<file path="config.mk">
export PLATFORM = sky130hd
export DESIGN_NAME = three_rotor_substitution_cipher
export DESIGN_NICKNAME = d
export VERILOG_FILES = /design/src/rtl/core/trsc_pkg.sv /design/src/rtl/core/trsc_rotor_ram.sv /design/src/rtl/core/three_rotor_substitution_cipher.sv
export SDC_FILE = /design/constraint.sdc
export NUM_CORES = 1
export LEC_CHECK = 0
export BUFFER_PORTS_ARGS = -buffer_cell sky130_fd_sc_hd__buf_2
export CAP_MARGIN = 20
export CORE_UTILIZATION = 30
export DETAILED_ROUTE_END_ITERATION = 16
export GPL_TIMING_DRIVEN = 1
export PLACE_DENSITY_LB_ADDON = 0.15
export SYNTH_ARGS = -nofsm -noshare
export SYNTH_HDL_FRONTEND = slang
export SYNTH_SLANG_ARGS = --single-unit
</file>
<file path="constraint.sdc">
create_clock -name clk -period 3.63 [get_ports clk]
set_input_delay 0.726 -clock clk [delete_from_list [all_inputs] [get_ports clk]]
set_output_delay 0.726 -clock clk [all_outputs]
set_load 0.1 [all_outputs]
</file>
<file path="src/rtl/core/trsc_pkg.sv">
package trsc_pkg;

  localparam int ENTRY_W = 5;
  localparam int CHAR_W  = 8;

  localparam logic ACT_LOAD     = 1'b0;
  localparam logic ACT_ENCIPHER = 1'b1;

  localparam logic [1:0] ROTOR_FIRST  = 2'd0;
  localparam logic [1:0] ROTOR_SECOND = 2'd1;
  localparam logic [1:0] ROTOR_THIRD  = 2'd2;

  localparam logic [CHAR_W-1:0] CHAR_LOWER_A = 8'h61;
  localparam logic [CHAR_W-1:0] CHAR_LOWER_Z = 8'h7a;
  localparam logic [CHAR_W-1:0] CHAR_UPPER_A = 8'h41;
  localparam logic [CHAR_W-1:0] CHAR_UPPER_Z = 8'h5a;

  // One request as it moves down the rotor pipeline.
  typedef struct packed {
    logic               is_load;
    logic [1:0]         rotor_select;
    logic [ENTRY_W-1:0] entry_index;
    logic [ENTRY_W-1:0] entry_value;
    logic               is_letter;
    logic               is_lower;
    logic [CHAR_W-1:0]  char_in;
    logic [ENTRY_W-1:0] middle_offset;
    logic [ENTRY_W-1:0] slow_offset;
  } trsc_stage_t;

endpackage

</file>
<file path="src/rtl/core/trsc_rotor_ram.sv">
module trsc_rotor_ram #(
  parameter int DEPTH = 26
) (
  input  logic                              clk,
  input  logic                              we,
  input  logic [$clog2(DEPTH)-1:0]          waddr,
  input  logic [trsc_pkg::ENTRY_W-1:0]      wdata,
  input  logic                              re,
  input  logic [$clog2(DEPTH)-1:0]          raddr,
  output logic [trsc_pkg::ENTRY_W-1:0]      rdata
);

  logic [trsc_pkg::ENTRY_W-1:0] mem [DEPTH];

  always_ff @(posedge clk) begin
    if (we) begin
      mem[waddr] <= wdata;
    end
  end

  // The read data holds while re is low, so a stalled stage keeps its value.
  always_ff @(posedge clk) begin
    if (re) begin
      rdata <= mem[raddr];
    end
  end

endmodule

</file>
<file path="src/rtl/core/three_rotor_substitution_cipher.sv">
// Three-rotor substitution cipher without a reflector.
// Input channel: in_valid / in_stall carry one request per accepted edge.
// action selects a rotor table load (rotor_select, entry_index, entry_value)
// or the encipherment of char_in. Output channel: out_valid / out_stall carry
// char_out, one result per encipher request; loads give no result.
// Each rotor table sits in its own synchronous RAM; a request reads rotor one,
// two and three in three successive pipeline stages, and a load writes its
// table in the stage where that table is read, so all accesses to one table
// stay in request order.
// The request is registered in stages p1, p2 and p3, and out_valid is p3_valid.
// Throughput: one request per cycle while out_stall is low, set by
// the single read port of each rotor RAM.
// When the receiver stalls, the output holds; requests still enter while the
// pipeline has an empty stage, and in_stall rises only when all three stages
// are full behind a stalled result.
// Reset clears the pipeline and the three offsets; the rotor tables are not
// cleared and must be loaded before use. No clearing pass is needed.
module three_rotor_substitution_cipher #(
  parameter int ALPHABET_SIZE = 26
) (
  input  logic                          clk,
  input  logic                          rst,
  input  logic                          in_valid,
  output logic                          in_stall,
  input  logic                          action,
  input  logic [1:0]                    rotor_select,
  input  logic [4:0]                    entry_index,
  input  logic [4:0]                    entry_value,
  input  logic [7:0]                    char_in,
  output logic                          out_valid,
  input  logic                          out_stall,
  output logic [7:0]                    char_out
);

  localparam int AW      = $clog2(ALPHABET_SIZE);
  localparam int SUM_W   = trsc_pkg::ENTRY_W + 1;
  localparam int LUT_N   = 2 ** SUM_W;
  localparam logic [trsc_pkg::ENTRY_W-1:0] LAST_OFS = trsc_pkg::ENTRY_W'(ALPHABET_SIZE - 1);
  localparam logic [trsc_pkg::ENTRY_W-1:0] SIZE_W   = trsc_pkg::ENTRY_W'(ALPHABET_SIZE);

  // Reduction table for sums below twice 32; built from constants only.
  logic [AW-1:0] mod_lut [LUT_N];
  always_comb begin
    for (int i = 0; i < LUT_N; i++) begin
      mod_lut[i] = AW'(i % ALPHABET_SIZE);
    end
  end

  logic [trsc_pkg::ENTRY_W-1:0] fast_offset;
  logic [trsc_pkg::ENTRY_W-1:0] middle_offset;
  logic [trsc_pkg::ENTRY_W-1:0] slow_offset;

  logic                  p1_valid;
  logic                  p2_valid;
  logic                  p3_valid;
  trsc_pkg::trsc_stage_t p1;
  trsc_pkg::trsc_stage_t p2;
  trsc_pkg::trsc_stage_t p3;
  trsc_pkg::trsc_stage_t in_item;

  logic ready1;
  logic ready2;
  logic ready3;
  logic accept;
  logic p1_move;
  logic p2_move;

  logic                         is_lower;
  logic                         is_upper;
  logic [7:0]                   letter_diff;
  logic [trsc_pkg::ENTRY_W-1:0] rd1;
  logic [trsc_pkg::ENTRY_W-1:0] rd2;
  logic [trsc_pkg::ENTRY_W-1:0] rd3;
  logic [AW-1:0]                raddr1;
  logic [AW-1:0]                raddr2;
  logic [AW-1:0]                raddr3;
  logic                         we1;
  logic                         we2;
  logic                         we3;
  logic [7:0]                   base;

  assign ready3   = !p3_valid || !out_stall;
  assign ready2   = !p2_valid || ready3;
  assign ready1   = !p1_valid || ready2;
  assign in_stall = !ready1;
  assign accept   = in_valid && ready1;
  assign p1_move  = p1_valid && ready2;
  assign p2_move  = p2_valid && ready3;

  assign is_lower = (char_in >= trsc_pkg::CHAR_LOWER_A) && (char_in <= trsc_pkg::CHAR_LOWER_Z);
  assign is_upper = (char_in >= trsc_pkg::CHAR_UPPER_A) && (char_in <= trsc_pkg::CHAR_UPPER_Z);
  assign letter_diff = char_in - (is_lower ? trsc_pkg::CHAR_LOWER_A : trsc_pkg::CHAR_UPPER_A);

  always_comb begin
    in_item               = '0;
    in_item.is_load       = (action == trsc_pkg::ACT_LOAD);
    in_item.rotor_select  = rotor_select;
    in_item.entry_index   = entry_index;
    in_item.entry_value   = entry_value;
    in_item.is_letter     = is_lower || is_upper;
    in_item.is_lower      = is_lower;
    in_item.char_in       = char_in;
    in_item.middle_offset = middle_offset;
    in_item.slow_offset   = slow_offset;
  end

  // Table writes happen in the stage that reads the same table.
  assign we1 = accept && in_item.is_load && (rotor_select == trsc_pkg::ROTOR_FIRST)
               && (entry_index < SIZE_W);
  assign we2 = p1_move && p1.is_load && (p1.rotor_select == trsc_pkg::ROTOR_SECOND)
               && (p1.entry_index < SIZE_W);
  assign we3 = p2_move && p2.is_load && (p2.rotor_select == trsc_pkg::ROTOR_THIRD)
               && (p2.entry_index < SIZE_W);

  assign raddr1 = mod_lut[{1'b0, letter_diff[trsc_pkg::ENTRY_W-1:0]} + {1'b0, fast_offset}];
  assign raddr2 = mod_lut[{1'b0, rd1} + {1'b0, p1.middle_offset}];
  assign raddr3 = mod_lut[{1'b0, rd2} + {1'b0, p2.slow_offset}];

  trsc_rotor_ram #(.DEPTH(ALPHABET_SIZE)) u_rotor1 (
    .clk   (clk),
    .we    (we1),
    .waddr (entry_index[AW-1:0]),
    .wdata (entry_value),
    .re    (accept),
    .raddr (raddr1),
    .rdata (rd1)
  );

  trsc_rotor_ram #(.DEPTH(ALPHABET_SIZE)) u_rotor2 (
    .clk   (clk),
    .we    (we2),
    .waddr (p1.entry_index[AW-1:0]),
    .wdata (p1.entry_value),
    .re    (p1_move),
    .raddr (raddr2),
    .rdata (rd2)
  );

  trsc_rotor_ram #(.DEPTH(ALPHABET_SIZE)) u_rotor3 (
    .clk   (clk),
    .we    (we3),
    .waddr (p2.entry_index[AW-1:0]),
    .wdata (p2.entry_value),
    .re    (p2_move),
    .raddr (raddr3),
    .rdata (rd3)
  );

  always_ff @(posedge clk) begin
    if (rst) begin
      p1_valid      <= 1'b0;
      p2_valid      <= 1'b0;
      p3_valid      <= 1'b0;
      fast_offset   <= '0;
      middle_offset <= '0;
      slow_offset   <= '0;
    end else begin
      if (ready1) begin
        p1_valid <= in_valid;
      end
      if (ready2) begin
        p2_valid <= p1_valid;
      end
      // Loads are finished once the third table is written and leave no result.
      if (ready3) begin
        p3_valid <= p2_valid && !p2.is_load;
      end
      if (accept && !in_item.is_load && in_item.is_letter) begin
        if (fast_offset != LAST_OFS) begin
          fast_offset <= fast_offset + 1'b1;
        end else begin
          fast_offset <= '0;
          if (middle_offset != LAST_OFS) begin
            middle_offset <= middle_offset + 1'b1;
          end else begin
            middle_offset <= '0;
            if (slow_offset != LAST_OFS) begin
              slow_offset <= slow_offset + 1'b1;
            end else begin
              slow_offset <= '0;
            end
          end
        end
      end
    end
  end

  always_ff @(posedge clk) begin
    if (accept) begin
      p1 <= in_item;
    end
    if (p1_move) begin
      p2 <= p1;
    end
    if (p2_move) begin
      p3 <= p2;
    end
  end

  assign base      = p3.is_lower ? trsc_pkg::CHAR_LOWER_A : trsc_pkg::CHAR_UPPER_A;
  assign out_valid = p3_valid;
  assign char_out  = p3.is_letter ? 8'(base + {3'b000, rd3}) : p3.char_in;

endmodule

</file>
==> flow_metrics.tcl <==
set metrics [dict create \
    status "complete, no violations" \
    start_util_pct 30.3 \
    required_ns 4.00 \
    dieArea_sq_um 71600 \
    crit_buf_inv 3 \
    r2r_start "p2[1]" \
    ys_ff_latch 494 \
    die_width_um 268 \
    syn-instance-count 1483 \
    period_share_pct 98.9 \
    ios 35 \
    via_per_inst 4.81 \
    rows 97 \
    yosys-top-cells-count "476 x edfxtp_1, 160 x nand2_1, 155 x nor2_1" \
    nets 1757 \
    cts_htree_levels 2 \
    rsz0062_at_grt "true" \
    area_growth_pct 24.7 \
    cp_cell_sequence "buf_4 > ha_1 > a211oi_2 > or3b_4 > and3_1 > o31a_1 > o221ai_4 > buf_12 > buf_6 > mux4_2 > o22ai_2 > nor2_1 > a221o_1" \
    numPortBuffers 34 \
    numCtsBuffers 55 \
    syn_nets 1547 \
    die_height_um 268 \
    drive_gt1_share_pct 26.1 \
    drtIter0Drc 688 \
    worstHoldStart "char_in[6]" \
    grt_util_all_layers_pct 14.8 \
    yosys.area.top_type_share_pct 67.5 \
    yosysUniqueCellTypes 87 \
    worstSkewPairLatency_ns 0.63 \
    clock_skew_ns 0.0390 \
    cp-startpoint "p2[1]" \
    end_kind "flop" \
    fin_crit_ns 3.59 \
    hold_viol_final 0 \
    maxCapViolations 0 \
    final.setup.worst_slack_ns 0.0410 \
    r2r_slack_ns 0.04 \
    antenna_found_initial 1 \
    async_reset_ff_share_pct 0 \
    grt_pass1_wl_um 79800 \
    reg2reg_depth 13 \
    first_pass_iters 6 \
    n_antenna_cell 0 \
    max_stage_delay_ns 0.41 \
    clock-root-buffer "clkbuf_16" \
    yosysTopAreaCell "edfxtp_1" \
    vdd_ir_drop_max_mv 0.402 \
    path_depth 13 \
    synth_area_leaders "edfxtp_1 68%, mux4_2 2.9%, nand2_1 2.8%, nor2_1 2.7%, ha_1 2.1%" \
    cts.sinks 494 \
    clockBufferDepth 3 \
    routedWlPerCell_um 19.9 \
    critPathKind "flop to flop" \
    finalMaxSlewViolations 0 \
    grt_max_degree 53 \
    critPathTopFamily "compound AO/OA/AOI/OAI gates" \
    yosysSeqAreaShare_pct 69.2 \
    synth_flop_cell "edfxtp_1" \
    post-route-drc-count 0 \
    start_kind "flop" \
    dp.final_hpwl_um 34900 \
    place_area_sq_um 23400 \
    min_path_type "primary input to flop" \
    syn_avg_cell_area_sq_um 14.3 \
    setup_viol 0 \
    synth_edf_count 476 \
    cp_slowest_cell "or3b_4" \
    hold_path_depth 1 \
    clk_transition_reported_paths_ns 0.06 \
    place_worst_setup_slack_ns -0.793 \
    critPathArrivalTime_ns 3.96 \
    fin_tns_setup_ns 0 \
    yosysMostFrequentCell "edfxtp_1" \
    synth_warnings 0 \
    tightestPinTransition_ns 1.08 \
    cts_tree "built" \
    worst-path-max-fanout 9 \
    fin_area_sq_um 26400 \
    grt_pass1_vias 13144 \
    vias 12875 \
    coreArea_sq_um 69900 \
    power_density_nw_per_um2 770 \
    p_leak_nw 9.02 \
    ant_nets 0 \
    slew-limit-headroom_pct 27.8 \
    fmax_mhz 279 \
    place.gp.congestion 0.821 \
    finalPower_mw 20.3 \
    syn_area_sq_um 21200 \
    routed_wl_um 53100 \
    grt_overflow 0 \
]
[routing by layer]
metal / part of all wire (%) / track usage (%)
met5: 0.024 / 0
met4: 2.4 / 4.73
met3: 3.3 / 2.07
met2: 50 / 25.6
met1: 44 / 19.1
[worst reg2reg max path, cell delays in order (launching register included)]
cell      delay (ns)
edfxtp_1        0.38
buf_4           0.15
ha_1            0.29
a211oi_2        0.08
or3b_4          0.41
and3_1          0.18
o31a_1          0.33
o221ai_4        0.21
buf_12          0.15
buf_6           0.15
mux4_2          0.35
o22ai_2         0.22
nor2_1          0.07
a221o_1         0.38
[registers in the layout (all words and copies together) (netlist names), 5 cells and up]
| register | cells |
|---|---|
| fast_offset | 5 |
| u_rotor1.rdata | 5 |
| slow_offset | 5 |
| middle_offset | 5 |
| u_rotor2.rdata | 5 |
| p2 | 28 |
| u_rotor3.rdata | 5 |
| u_rotor2.mem | 130 |
| u_rotor1.mem | 130 |
| u_rotor3.mem | 130 |
| p1 | 33 |
| p3 | 10 |
[area by class of cell]
type | instances | area (sq um)
timing repair buffer | 211 | 1800
inverter | 29 | 109
clock inverter | 33 | 368
sequential | 494 | 14700
multi-input combinational | 902 | 6840
clock buffer | 67 | 1450
fill | 6683 | 43500
tap | 940 | 1180
[logic make-up (layout without fill, tap and decap cells)]
kind of cell,Yosys count,in the layout,share of synthesized area [%]
buffers and inverters,88,340,1.97
flip-flops,494,494,69.2
multiplexers,97,97,6.35
AND/OR/NAND/NOR,500,501,11.0
AO/OA/AOI/OAI,239,239,7.98
adder cells (fa/ha/maj),40,40,2.46
XOR/XNOR,25,25,1.07
[report_power, final]
part / switching (mW) / internal [mW] / leakage, nW
registers: 0.106 / 6.44 / 4.48
logic: 4.37 / 3.84 / 3.65
clock network: 2.31 / 3.27 / 0.887
[layout by cell type, fill, tap and decap left out, types with 7 or more instances in the layout]
cell / count
mux4_2: 27
nand3_1: 39
dfxtp_1: 18
inv_1: 26
clkinv_1: 12
nand2_1: 160
xor2_1: 13
and2_1: 8
a211oi_2: 10
a32oi_1: 12
mux2_4: 7
a31oi_1: 28
and3_1: 11
nand4_1: 13
a211oi_1: 16
clkbuf_16: 57
edfxtp_1: 476
buf_4: 143
buf_2: 33
ha_1: 29
o21ai_0: 18
buf_6: 16
nor3_1: 12
a21oi_1: 42
nor3_2: 7
mux2_2: 18
mux2i_1: 40
nor2b_1: 19
buf_12: 13
nor2_1: 153
a21o_1: 7
xnor2_1: 7
nand2b_1: 13
clkinv_2: 10
clkbuf_1: 9
[worst paths after layout]
path	endpoint
setup / recovery	u_rotor3.rdata[3]
hold / removal	p1[16]
hold reg to reg	p2[10]
setup reg to reg	u_rotor3.rdata[3]
[through the flow]
stage               utilization (%)  hold WS [ns]  instances
detailed placement             33.5         0.405       2539
floorplan                         -         0.400       1483
global placement               33.5         0.403       2539
global route                   37.8         0.257       2676
finish                         37.8         0.288       2676
CTS                            36.8         0.241       2653
[timing repair]
action                     in CTS  in global routing
buffers inserted               14                 20
resized for setup              60                 84
setup endpoints to repair      15                 15
hold buffers                    0                  0
pin swaps                      19                 51
gates cloned                    2                  2
Note: power is estimated with default switching activity, not from simulation.
